`src/hw/rtl/mep_pkg.sv`:
```
// ----------------------------------------------------------------------------
// mep_pkg
// Shared types and constants for the Mandelbrot escape-time pixel evaluator.
// ----------------------------------------------------------------------------
`default_nettype none

package mep_pkg;

  localparam int unsigned DEF_WIDTH     = 1024;
  localparam int unsigned DEF_HEIGHT    = 1024;
  localparam int unsigned DEF_FRAC_BITS = 28;

  localparam int unsigned INT_BITS = 4;
  localparam int unsigned COORD_W  = 10;
  localparam int unsigned LIMIT_W  = 12;
  localparam int unsigned CHAN_W   = 8;
  localparam int unsigned DATA_W   = 32;
  localparam int unsigned ADDR_W   = 4;

  localparam logic [LIMIT_W-1:0] LIMIT_RESET = 12'd1000;

  typedef enum logic [1:0] {
    REG_LIMIT   = 2'd0,
    REG_RED     = 2'd1,
    REG_GREEN   = 2'd2,
    REG_BLUE    = 2'd3
  } reg_e;

  typedef enum logic [1:0] {
    PROD_XX = 2'd0,
    PROD_YY = 2'd1,
    PROD_XY = 2'd2
  } prod_e;

  typedef enum logic [2:0] {
    ST_IDLE   = 3'd0,
    ST_DIV_RE = 3'd1,
    ST_DIV_IM = 3'd2,
    ST_LAUNCH = 3'd3,
    ST_MUL    = 3'd4,
    ST_CHECK  = 3'd5,
    ST_FINISH = 3'd6
  } state_e;

  typedef struct packed {
    logic [CHAN_W-1:0] red;
    logic [CHAN_W-1:0] green;
    logic [CHAN_W-1:0] blue;
  } color_t;

endpackage

`default_nettype wire

```
`src/hw/rtl/mandelbrot_escape_pixel.sv`:
```
// ----------------------------------------------------------------------------
// mandelbrot_escape_pixel
// Escape-time evaluator for one pixel: maps the pixel to a point c, iterates
// z = z*z + c in signed fixed point and colors the pixel by its escape count.
//
//   Channel   Signals                                  Direction
//   config    psel penable pwrite paddr pwdata         in, APB write and read
//             prdata pready                            out
//   pixel     start column_i line_i / busy             in, taken on start & !busy
//   result    done_o red_o green_o blue_o              out, one-cycle strobe
//             escape_count_o inside_set_o
//
// Each coordinate mapping runs through the pipelined constant divider, real
// part first and imaginary part second. Each iteration then feeds twelve
// partial products through the single half-width multiplier. A transaction
// keeps busy high from an accepted start until the result is shown.
// Reset clears the sequencer and loads the register defaults; the receiver
// cannot stall, and the result is shown for one cycle as busy falls.
// ----------------------------------------------------------------------------
`default_nettype none

module mandelbrot_escape_pixel #(
  parameter int unsigned WIDTH     = mep_pkg::DEF_WIDTH,
  parameter int unsigned HEIGHT    = mep_pkg::DEF_HEIGHT,
  parameter int unsigned FRAC_BITS = mep_pkg::DEF_FRAC_BITS
) (
  input  wire logic                        clk_i,
  input  wire logic                        rst_ni,
  input  wire logic                        psel,
  input  wire logic                        penable,
  input  wire logic                        pwrite,
  input  wire logic [mep_pkg::ADDR_W-1:0]  paddr,
  input  wire logic [mep_pkg::DATA_W-1:0]  pwdata,
  output logic [mep_pkg::DATA_W-1:0]       prdata,
  output logic                             pready,
  input  wire logic                        start,
  output logic                             busy,
  input  wire logic [mep_pkg::COORD_W-1:0] column_i,
  input  wire logic [mep_pkg::COORD_W-1:0] line_i,
  output logic                             done_o,
  output logic [mep_pkg::CHAN_W-1:0]       red_o,
  output logic [mep_pkg::CHAN_W-1:0]       green_o,
  output logic [mep_pkg::CHAN_W-1:0]       blue_o,
  output logic [mep_pkg::LIMIT_W-1:0]      escape_count_o,
  output logic                             inside_set_o
);

  localparam int unsigned N  = FRAC_BITS + mep_pkg::INT_BITS;
  localparam int unsigned PW = 2 * N;
  localparam int unsigned SW = PW - FRAC_BITS + 1;
  localparam int unsigned XL = FRAC_BITS + N - 1;
  localparam logic [SW-1:0] FOUR = SW'(4) << FRAC_BITS;

  mep_pkg::state_e state_q, state_d;

  logic [mep_pkg::LIMIT_W-1:0] limit_q;
  logic [mep_pkg::CHAN_W-1:0]  red_off_q;
  logic [mep_pkg::CHAN_W-1:0]  green_off_q;
  logic [mep_pkg::CHAN_W-1:0]  blue_off_q;
  mep_pkg::reg_e               reg_idx;
  logic                        cfg_wr;

  logic [mep_pkg::COORD_W-1:0] line_q;
  logic [N-1:0]                cre_q;
  logic [N-1:0]                cim_q;
  logic [N-1:0]                x_q;
  logic [N-1:0]                y_q;
  logic [mep_pkg::LIMIT_W-1:0] n_q;

  logic                        done_q;
  mep_pkg::color_t             color_q;
  logic [mep_pkg::LIMIT_W-1:0] count_q;
  logic                        inside_q;

  logic                        accept;
  logic                        div_start;
  logic                        div_is_im;
  logic [mep_pkg::COORD_W-1:0] div_pos;
  logic                        div_done;
  logic [N-1:0]                div_c;
  logic                        mac_start;
  logic                        mac_done;
  logic [PW-1:0]               xx;
  logic [PW-1:0]               yy;
  logic [PW-1:0]               xym;
  logic                        xy_neg;

  logic [SW-1:0]               mag2;
  logic                        escaped;
  logic [XL-1:0]               xy_lo;
  logic [XL-1:0]               xy_s;
  logic [N-1:0]                nx;
  logic [N-1:0]                ny;
  logic [mep_pkg::LIMIT_W-1:0] n_inc;
  logic                        at_limit;
  logic                        in_set;
  mep_pkg::color_t             color;

  // Configuration port.
  assign reg_idx = mep_pkg::reg_e'(paddr[3:2]);
  assign cfg_wr  = psel && penable && pwrite;
  assign pready  = 1'b1;

  always_comb begin
    case (reg_idx)
      mep_pkg::REG_LIMIT: prdata = mep_pkg::DATA_W'(limit_q);
      mep_pkg::REG_RED:   prdata = mep_pkg::DATA_W'(red_off_q);
      mep_pkg::REG_GREEN: prdata = mep_pkg::DATA_W'(green_off_q);
      default:            prdata = mep_pkg::DATA_W'(blue_off_q);
    endcase
  end

  always_ff @(posedge clk_i or negedge rst_ni) begin
    if (!rst_ni) begin
      limit_q     <= mep_pkg::LIMIT_RESET;
      red_off_q   <= '0;
      green_off_q <= '0;
      blue_off_q  <= '0;
    end else if (cfg_wr) begin
      case (reg_idx)
        mep_pkg::REG_LIMIT: limit_q     <= pwdata[mep_pkg::LIMIT_W-1:0];
        mep_pkg::REG_RED:   red_off_q   <= pwdata[mep_pkg::CHAN_W-1:0];
        mep_pkg::REG_GREEN: green_off_q <= pwdata[mep_pkg::CHAN_W-1:0];
        default:            blue_off_q  <= pwdata[mep_pkg::CHAN_W-1:0];
      endcase
    end
  end

  mep_cdiv #(
    .WIDTH     (WIDTH),
    .HEIGHT    (HEIGHT),
    .FRAC_BITS (FRAC_BITS)
  ) u_cdiv (
    .clk_i   (clk_i),
    .rst_ni  (rst_ni),
    .start_i (div_start),
    .is_im_i (div_is_im),
    .pos_i   (div_pos),
    .done_o  (div_done),
    .c_o     (div_c)
  );

  mep_mac #(
    .FRAC_BITS (FRAC_BITS)
  ) u_mac (
    .clk_i    (clk_i),
    .rst_ni   (rst_ni),
    .start_i  (mac_start),
    .x_i      (x_q),
    .y_i      (y_q),
    .done_o   (mac_done),
    .xx_o     (xx),
    .yy_o     (yy),
    .xym_o    (xym),
    .xy_neg_o (xy_neg)
  );

  mep_color u_color (
    .count_i     (n_q),
    .inside_i    (in_set),
    .red_off_i   (red_off_q),
    .green_off_i (green_off_q),
    .blue_off_i  (blue_off_q),
    .color_o     (color)
  );

  // Escape test and next point.
  always_comb begin
    mag2     = SW'(xx[PW-1:FRAC_BITS]) + SW'(yy[PW-1:FRAC_BITS]);
    escaped  = mag2 > FOUR;
    xy_lo    = xym[XL-1:0];
    xy_s     = xy_neg ? (XL'(0) - xy_lo) : xy_lo;
    nx       = xx[FRAC_BITS+N-1:FRAC_BITS] - yy[FRAC_BITS+N-1:FRAC_BITS] + cre_q;
    ny       = xy_s[XL-1:FRAC_BITS-1] + cim_q;
    n_inc    = n_q + mep_pkg::LIMIT_W'(1);
    at_limit = n_inc >= limit_q;
    in_set   = n_q >= limit_q;
  end

  // Next-state logic.
  always_comb begin
    state_d = state_q;
    case (state_q)
      mep_pkg::ST_IDLE: begin
        if (start) begin
          state_d = mep_pkg::ST_DIV_RE;
        end
      end
      mep_pkg::ST_DIV_RE: begin
        if (div_done) begin
          state_d = mep_pkg::ST_DIV_IM;
        end
      end
      mep_pkg::ST_DIV_IM: begin
        if (div_done) begin
          state_d = (limit_q == '0) ? mep_pkg::ST_FINISH : mep_pkg::ST_LAUNCH;
        end
      end
      mep_pkg::ST_LAUNCH: state_d = mep_pkg::ST_MUL;
      mep_pkg::ST_MUL: begin
        if (mac_done) begin
          state_d = mep_pkg::ST_CHECK;
        end
      end
      mep_pkg::ST_CHECK: begin
        if (escaped || at_limit) begin
          state_d = mep_pkg::ST_FINISH;
        end else begin
          state_d = mep_pkg::ST_LAUNCH;
        end
      end
      mep_pkg::ST_FINISH: state_d = mep_pkg::ST_IDLE;
      default:            state_d = mep_pkg::ST_IDLE;
    endcase
  end

  // Sequencer outputs.
  always_comb begin
    busy      = state_q != mep_pkg::ST_IDLE;
    accept    = start && !busy;
    div_is_im = state_q == mep_pkg::ST_DIV_RE;
    div_start = accept || (div_is_im && div_done);
    div_pos   = div_is_im ? line_q : column_i;
    mac_start = state_q == mep_pkg::ST_LAUNCH;
  end

  always_ff @(posedge clk_i or negedge rst_ni) begin
    if (!rst_ni) begin
      state_q <= mep_pkg::ST_IDLE;
      done_q  <= 1'b0;
    end else begin
      state_q <= state_d;
      done_q  <= state_q == mep_pkg::ST_FINISH;
    end
  end

  always_ff @(posedge clk_i) begin
    if (accept) begin
      line_q <= line_i;
    end
    if (div_is_im && div_done) begin
      cre_q <= div_c;
    end
    if (state_q == mep_pkg::ST_DIV_IM && div_done) begin
      cim_q <= div_c;
      x_q   <= '0;
      y_q   <= '0;
      n_q   <= '0;
    end
    if (state_q == mep_pkg::ST_CHECK && !escaped) begin
      x_q <= nx;
      y_q <= ny;
      n_q <= n_inc;
    end
    if (state_q == mep_pkg::ST_FINISH) begin
      color_q  <= color;
      count_q  <= n_q;
      inside_q <= in_set;
    end
  end

  assign done_o         = done_q;
  assign red_o          = color_q.red;
  assign green_o        = color_q.green;
  assign blue_o         = color_q.blue;
  assign escape_count_o = count_q;
  assign inside_set_o   = inside_q;

endmodule

`default_nettype wire

```
`src/hw/rtl/mep_cdiv.sv`:
```
// ----------------------------------------------------------------------------
// mep_cdiv
// Maps a pixel coordinate to a fixed-point point of the complex plane. The
// division by the constant image width is a shift by its power-of-two factor
// and a reciprocal multiplication by its odd factor, split into registered steps.
// ----------------------------------------------------------------------------
`default_nettype none

module mep_cdiv #(
  parameter int unsigned WIDTH     = mep_pkg::DEF_WIDTH,
  parameter int unsigned HEIGHT    = mep_pkg::DEF_HEIGHT,
  parameter int unsigned FRAC_BITS = mep_pkg::DEF_FRAC_BITS
) (
  input  wire logic                                     clk_i,
  input  wire logic                                     rst_ni,
  input  wire logic                                     start_i,
  input  wire logic                                     is_im_i,
  input  wire logic [mep_pkg::COORD_W-1:0]              pos_i,
  output logic                                          done_o,
  output logic [FRAC_BITS+mep_pkg::INT_BITS-1:0]        c_o
);

  localparam int unsigned N        = FRAC_BITS + mep_pkg::INT_BITS;
  localparam int unsigned TWICE_W  = mep_pkg::COORD_W + 1;
  localparam int unsigned POS_TOP  = 2 * ((2 ** mep_pkg::COORD_W) - 1);
  localparam int unsigned SPAN_BIG = (WIDTH > HEIGHT) ? WIDTH : HEIGHT;
  localparam int unsigned SPAN_TOP = (SPAN_BIG > POS_TOP) ? SPAN_BIG : POS_TOP;
  localparam int unsigned MAG_W    = $clog2(SPAN_TOP + 1);

  // The width is split into 2^W_EXP times an odd factor W_ODD.
  localparam int unsigned     LOW_BIT = WIDTH & (~WIDTH + 1);
  localparam int unsigned     W_EXP   = $clog2(LOW_BIT);
  localparam int unsigned     W_ODD   = WIDTH >> W_EXP;
  localparam longint unsigned SCALE   = 64'd1 << (FRAC_BITS + 1 - W_EXP);
  localparam longint unsigned Q_INT   = SCALE / 64'(W_ODD);
  localparam longint unsigned Q_REM   = SCALE % 64'(W_ODD);
  localparam int unsigned     RBW     = $clog2(WIDTH) + 1;
  localparam int unsigned     VW      = MAG_W + RBW;
  localparam int unsigned     SH      = VW + $clog2(W_ODD);
  localparam int unsigned     MW      = VW + 1;
  localparam int unsigned     PRW     = VW + MW;
  localparam longint unsigned RECIP   =
      ((64'd1 << SH) + 64'(W_ODD) - 64'd1) / 64'(W_ODD);
  localparam logic [N-1:0]    Q_INT_N = N'(Q_INT);
  localparam logic [RBW-1:0]  Q_REM_R = RBW'(Q_REM);
  localparam logic [MW-1:0]   RECIP_M = MW'(RECIP);

  logic [TWICE_W-1:0] twice;
  logic [MAG_W-1:0]   twice_x;
  logic [MAG_W-1:0]   span;
  logic               neg;
  logic [MAG_W-1:0]   mag;
  logic [PRW-1:0]     lo_prod;
  logic [N-1:0]       quo;

  logic [MAG_W-1:0]   mag_q;
  logic               neg_q;
  logic [N-1:0]       hi_q;
  logic [VW-1:0]      rem_q;
  logic [N-1:0]       lo_q;
  logic [2:0]         stage_q;

  assign twice   = {pos_i, 1'b0};
  assign twice_x = MAG_W'(twice);
  assign span    = is_im_i ? MAG_W'(HEIGHT) : MAG_W'(WIDTH);
  assign neg     = twice_x < span;
  assign mag     = neg ? (span - twice_x) : (twice_x - span);

  assign lo_prod = PRW'(rem_q) * PRW'(RECIP_M);

  always_ff @(posedge clk_i or negedge rst_ni) begin
    if (!rst_ni) begin
      stage_q <= '0;
    end else begin
      stage_q <= {stage_q[1:0], start_i};
    end
  end

  always_ff @(posedge clk_i) begin
    if (start_i) begin
      mag_q <= mag;
      neg_q <= neg;
    end
    if (stage_q[0]) begin
      hi_q  <= N'(mag_q) * Q_INT_N;
      rem_q <= VW'(mag_q) * VW'(Q_REM_R);
    end
    if (stage_q[1]) begin
      lo_q <= N'(lo_prod >> SH);
    end
  end

  assign quo    = hi_q + lo_q;
  assign done_o = stage_q[2];
  assign c_o    = neg_q ? (N'(0) - quo) : quo;

endmodule

`default_nettype wire

```
`src/hw/rtl/mep_mac.sv`:
```
// ----------------------------------------------------------------------------
// mep_mac
// Shared half-width multiplier with an accumulator that forms the squares of
// x and y and the magnitude of x*y from four partial products each.
// ----------------------------------------------------------------------------
`default_nettype none

module mep_mac #(
  parameter int unsigned FRAC_BITS = mep_pkg::DEF_FRAC_BITS
) (
  input  wire logic                                          clk_i,
  input  wire logic                                          rst_ni,
  input  wire logic                                          start_i,
  input  wire logic [FRAC_BITS+mep_pkg::INT_BITS-1:0]        x_i,
  input  wire logic [FRAC_BITS+mep_pkg::INT_BITS-1:0]        y_i,
  output logic                                               done_o,
  output logic [2*(FRAC_BITS+mep_pkg::INT_BITS)-1:0]         xx_o,
  output logic [2*(FRAC_BITS+mep_pkg::INT_BITS)-1:0]         yy_o,
  output logic [2*(FRAC_BITS+mep_pkg::INT_BITS)-1:0]         xym_o,
  output logic                                               xy_neg_o
);

  localparam int unsigned N  = FRAC_BITS + mep_pkg::INT_BITS;
  localparam int unsigned H  = (N + 1) / 2;
  localparam int unsigned PW = 2 * N;
  localparam logic [3:0] LAST_STEP = 4'd11;

  logic [N-1:0]    xm_q;
  logic [N-1:0]    ym_q;
  logic            xy_neg_q;
  logic            run_q;
  logic [3:0]      step_q;

  logic            tag_vld_q;
  mep_pkg::prod_e  tag_prod_q;
  logic            tag_first_q;
  logic            tag_last_q;
  logic [1:0]      tag_sh_q;
  logic [2*H-1:0]  mul_q;
  logic            done_q;

  logic [PW-1:0]   xx_q;
  logic [PW-1:0]   yy_q;
  logic [PW-1:0]   xy_q;

  mep_pkg::prod_e  prod;
  logic [N-1:0]    opa;
  logic [N-1:0]    opb;
  logic [H-1:0]    pa;
  logic [H-1:0]    pb;
  logic [PW-1:0]   addend;
  logic [PW-1:0]   cur;
  logic [PW-1:0]   acc_sum;

  always_comb begin
    prod = mep_pkg::prod_e'(step_q[3:2]);
    opa  = (prod == mep_pkg::PROD_YY) ? ym_q : xm_q;
    opb  = (prod == mep_pkg::PROD_XX) ? xm_q : ym_q;
    pa   = step_q[1] ? H'(opa >> H) : opa[H-1:0];
    pb   = step_q[0] ? H'(opb >> H) : opb[H-1:0];
  end

  always_comb begin
    case (tag_sh_q)
      2'd0:    addend = PW'(mul_q);
      2'd1:    addend = PW'(mul_q) << H;
      default: addend = PW'(mul_q) << (2 * H);
    endcase
    case (tag_prod_q)
      mep_pkg::PROD_XX: cur = xx_q;
      mep_pkg::PROD_YY: cur = yy_q;
      default:          cur = xy_q;
    endcase
    acc_sum = (tag_first_q ? '0 : cur) + addend;
  end

  always_ff @(posedge clk_i or negedge rst_ni) begin
    if (!rst_ni) begin
      run_q     <= 1'b0;
      step_q    <= '0;
      tag_vld_q <= 1'b0;
      done_q    <= 1'b0;
    end else begin
      tag_vld_q <= run_q;
      done_q    <= tag_vld_q && tag_last_q;
      if (start_i) begin
        run_q  <= 1'b1;
        step_q <= '0;
      end else if (run_q) begin
        run_q  <= (step_q != LAST_STEP);
        step_q <= step_q + 4'd1;
      end
    end
  end

  always_ff @(posedge clk_i) begin
    if (start_i) begin
      xm_q     <= x_i[N-1] ? (N'(0) - x_i) : x_i;
      ym_q     <= y_i[N-1] ? (N'(0) - y_i) : y_i;
      xy_neg_q <= x_i[N-1] ^ y_i[N-1];
    end
    mul_q       <= pa * pb;
    tag_prod_q  <= prod;
    tag_first_q <= (step_q[1:0] == 2'd0);
    tag_last_q  <= (step_q == LAST_STEP);
    tag_sh_q    <= {1'b0, step_q[1]} + {1'b0, step_q[0]};
    if (tag_vld_q) begin
      case (tag_prod_q)
        mep_pkg::PROD_XX: xx_q <= acc_sum;
        mep_pkg::PROD_YY: yy_q <= acc_sum;
        default:          xy_q <= acc_sum;
      endcase
    end
  end

  assign done_o   = done_q;
  assign xx_o     = xx_q;
  assign yy_o     = yy_q;
  assign xym_o    = xy_q;
  assign xy_neg_o = xy_neg_q;

endmodule

`default_nettype wire

```
`src/hw/rtl/mep_color.sv`:
```
// ----------------------------------------------------------------------------
// mep_color
// Maps an escape count onto the blue, green and red color ramp and adds the
// per-channel offsets; points inside the set and a count of zero give black.
// ----------------------------------------------------------------------------
`default_nettype none

module mep_color (
  input  wire logic [mep_pkg::LIMIT_W-1:0] count_i,
  input  wire logic                        inside_i,
  input  wire logic [mep_pkg::CHAN_W-1:0]  red_off_i,
  input  wire logic [mep_pkg::CHAN_W-1:0]  green_off_i,
  input  wire logic [mep_pkg::CHAN_W-1:0]  blue_off_i,
  output mep_pkg::color_t                  color_o
);

  logic [mep_pkg::LIMIT_W-1:0] k;
  logic [mep_pkg::CHAN_W-1:0]  lo;
  logic [mep_pkg::CHAN_W-1:0]  r;
  logic [mep_pkg::CHAN_W-1:0]  g;
  logic [mep_pkg::CHAN_W-1:0]  b;

  always_comb begin
    k  = count_i - mep_pkg::LIMIT_W'(1);
    lo = k[mep_pkg::CHAN_W-1:0];
    r  = '0;
    g  = '0;
    b  = '0;
    if (k[mep_pkg::LIMIT_W-1:9] != '0) begin
      r = lo;
      g = ~lo;
    end else if (k[8]) begin
      g = lo;
      b = ~lo;
    end else begin
      b = lo;
    end
    if (inside_i || (count_i == '0)) begin
      color_o = '0;
    end else begin
      color_o.red   = r + red_off_i;
      color_o.green = g + green_off_i;
      color_o.blue  = b + blue_off_i;
    end
  end

endmodule

`default_nettype wire
```
`config.mk`:
```
export PLATFORM = sky130hd
export DESIGN_NAME = mandelbrot_escape_pixel
export DESIGN_NICKNAME = d
export VERILOG_FILES = /design/src/hw/rtl/mep_pkg.sv /design/src/hw/rtl/mandelbrot_escape_pixel.sv /design/src/hw/rtl/mep_cdiv.sv /design/src/hw/rtl/mep_mac.sv /design/src/hw/rtl/mep_color.sv
export SDC_FILE = /design/constraint.sdc
export NUM_CORES = 2
export LEC_CHECK = 0
export BUFFER_PORTS_ARGS = -buffer_cell sky130_fd_sc_hd__clkbuf_2
export CAP_MARGIN = 20
export CORE_UTILIZATION = 65
export DETAILED_ROUTE_END_ITERATION = 12
export PLACE_DENSITY = 0.83
export SLEW_MARGIN = 10
export SYNTH_ARGS = -nofsm -noshare
export SYNTH_HDL_FRONTEND = slang
export SYNTH_HIERARCHICAL = 1
export SYNTH_SLANG_ARGS = --single-unit
```
`constraint.sdc`:
```
create_clock -name clk_i -period 9.8 [get_ports clk_i]
set_input_delay 1.96 -clock clk_i [delete_from_list [all_inputs] [get_ports clk_i]]
set_output_delay 1.96 -clock clk_i [all_outputs]
set_load 0.05 [all_outputs]
```
==> impl_results.md <==
* Distinct cells, synth at 102
* Worst path slowest cell: a2111oi_0
* Mapped Area at 43920 sq um
* First-pass DRT Iterations at 6
* Max Cap Violations at 0
* Crit-path cells: nand2b_1 > buf_4 > nand2_1 > nand2_1 > o21a_1 > nand2_1 > fa_1 > fa_1 > fa_1 > fa_1 > fa_1 > fa_1 > inv_1 > ha_1 > a21o_1 > a211o_1 > a2111oi_0 > o31ai_1 > a21oi_1 > a21oi_1 > a221o_1 > a21oi_1 > xnor2_1
* GRT Total Usage at 32.97%
* Root Buffer: clkbuf_16
* Vias in the first global route at 32750
* Gpl congestion at 0.9354
* Final Critical Period at 8.642 ns
* Critical path arrival at 9.22 ns
* CTS tree: built
* Number of buffers added for setup after CTS at 0
* Initial antenna violation count at 4
* Warnings from Yosys at 6
* FF+latch count, synth at 553
* Initial core utilization at 66.21%
* Status: finished clean
* Mean post-synth cell area at 9.905 sq um
* Worst Setup SP: u_mac/step_q[3]$_DFFE_PN0P_
* Worst-skew pair later-pin latency at 0.65 ns
* Largest stage delay, worst path at 0.77 ns
* Initial DRC count at 2987
* Final hold violations at 0
* Clock Tree Buf Depth at 3
* FMAX at 0.1157 GHz
* Num rows at 94
* Worst slew pin tran at 1.099 ns
* Global-route wire length before repair at 175.7 mm
* Predominant post-synthesis flop cell: edfxtp_1
* Reg2Reg Launch Point: u_mac/step_q[3]$_DFFE_PN0P_
* Final core area utilization at 70.66%
* Fin nets at 5070
* Resized Gates After CTS at 0
* HPWL after DPL at 84.92 mm
* Synthesized instance count at 4434
* Largest net degree at the start of global routing at 78
* Sink Count at 553
* Clk pin slew, worst setup/hold paths at 0.07 ns
* Syn-to-layout area delta at 6.717%
* Core area at 66330 sq um
* Routed Antenna Nets at 0
* Via count at 33350
* DR DRC count at 0
* Vias per cell at 6.219
* Crit path buffers/inverters at 2
* Rel. slew slack at 25.97%
* Layout cells sized above 1 at 8.072%
* Die width at 261.9 um
* Crit start category: flop
* Post-synth EDFFs at 465
* Crit path top cell by count: fa_1
* Async set-or-reset flop fraction in the synthesized netlist at 9.042%
* Hold Crit Class: flop to flop
* Final setup viols at 0
* Data required, critical path at 10.38 ns
* Largest delay share family, worst path: adder cells
* Post-synthesis sequential area ratio at 36.39%
* CTS Buf Count at 58
* Fin. max-slew vios at 0
* Hold_sp: u_cdiv/stage_q[1]$_DFF_PN0_
* Die area at 68620 sq um
* Grt ovf at 0
* H-tree levels at 2
* PortBufs at 90
* Skew final at 0.06200 ns
* Fill cells at 4727
* Drt wl/cell at 20.80 um
* Critical Path Sink Type: flop
* Setup CP Type: flop to flop
* CP max FO at 14
* Count of hold-fix buffers inserted at cts at 0
* Die H at 261.9 um
* Final period utilization at 88.19%
* Setup TNS at 0 ns
* Ports at 134
* RSZ-0062 raised after global routing: false
* Final wirelength at 111.6 mm
[final timing paths]
path / depth (start not counted) / slack [ns] / to
max: 23 / 1.16 / u_mac/mul_q[30]$_DFF_P_
min: 0 / 0.36 / u_cdiv/stage_q[2]$_DFF_PN0_
max reg2reg: 23 / 1.16 / u_mac/mul_q[30]$_DFF_P_
min reg2reg: 0 / 0.36 / u_cdiv/stage_q[2]$_DFF_PN0_
max in group asynchronous: 2 / 7.90 / u_mac/step_q[3]$_DFFE_PN0P_
min in group asynchronous: 2 / 1.43 / u_mac/done_o$_DFF_PN0_
[Yosys cell counts, types with 8 or more instances]
library cell	number	share of area (%)
a211o_1	9	0.18
a211oi_1	36	0.62
a21o_1	93	1.6
a21oi_1	270	3.1
a22o_1	16	0.32
a311oi_1	8	0.16
a31oi_1	23	0.33
a41oi_1	9	0.18
and2_1	102	1.5
and3_1	28	0.40
buf_1	14	0.12
buf_4	43	0.73
clkbuf_1	142	1.2
dfrtp_1	44	2.5
dfxtp_1	38	1.7
edfxtp_1	465	32
fa_1	231	11
ha_1	328	9.3
inv_1	459	3.9
mux2_2	47	1.2
mux2i_1	86	2.0
mux4_2	26	1.3
nand2_1	409	3.5
nand2b_1	29	0.41
nand3_1	63	0.72
nand4_1	42	0.60
nor2_1	406	3.5
nor2_2	20	0.28
nor2b_1	62	0.88
nor3_1	57	0.65
nor3b_1	8	0.14
nor4_1	26	0.37
o211ai_1	19	0.32
o21a_1	30	0.51
o21ai_0	163	1.9
o21bai_1	39	0.67
o31ai_1	27	0.46
o41ai_1	15	0.30
or2_2	12	0.17
or3_1	30	0.43
or4_1	18	0.31
xnor2_1	192	3.8
xor2_1	96	1.9
[cells by family (layout without fill, tap and decap cells)]
group	Yosys count	in the layout	share of synthesized area (%)
AND/OR/NAND/NOR	1349	1349	14.57
flip-flops	553	553	36.39
other	3	43	0.02564
multiplexers	160	160	4.524
AO/OA/AOI/OAI	852	852	12.60
buffers and inverters	668	693	6.170
XOR/XNOR	290	290	5.848
adder cells (fa/ha/maj)	559	559	19.87
[final cells by class]
class / count / area [sq um] / area share [%]
flip-flops and latches: 553 / 15990 / 34.12
clock buffers: 84 / 1589 / 3.390
well taps: 864 / 1081 / 2.306
clock inverters: 24 / 334.1 / 0.7127
diodes: 2 / 5.005 / 0.01068
multi-input cells: 3251 / 25410 / 54.22
inverters: 461 / 1730 / 3.692
repair buffers: 124 / 725.7 / 1.548
[cells in the final DEF (no fill, tap or decap), drive strengths merged, types with 48 or more instances in the layout]
master,Yosys,layout
clkbuf,142,174
mux2i,86,86
inv,461,463
nand2,410,410
edfxtp,465,465
mux2,48,48
fa,231,231
xor2,96,96
nor3,57,57
a21oi,271,271
o21ai,172,172
nand3,63,63
nor2,426,426
a21o,93,93
nor2b,62,62
xnor2,192,192
and2,103,103
ha,328,328
[layer usage]
metal | GRT usage [%] | wire, um | vias up
li1 | - | - | 15400
met1 | 44.43 | 45140 | 16240
met2 | 53.49 | 52000 | 1452
met3 | 5.826 | 10040 | 256
met4 | 12.46 | 4364 | 2
met5 | 0 | 13 | -
[metrics by stage]
| stage | std cells | area [sq um] | hold WS [ns] | setup WS, ns |
|---|---|---|---|---|
| after floorplan | 4472 | 44060 | 0.3312 | 2.231 |
| after global placement | 5252 | 44920 | 0.3323 | 1.345 |
| after detailed placement | 5252 | 44920 | 0.3457 | 1.225 |
| after CTS | 5360 | 46840 | 0.3674 | 1.189 |
| after global routing | 5362 | 46870 | 0.3711 | 0.6770 |
| final | 5363 | 46870 | 0.3648 | 1.158 |
Power is not shown: default switching activity piles up to over one toggle a cycle in this logic, so the estimate is an artifact.
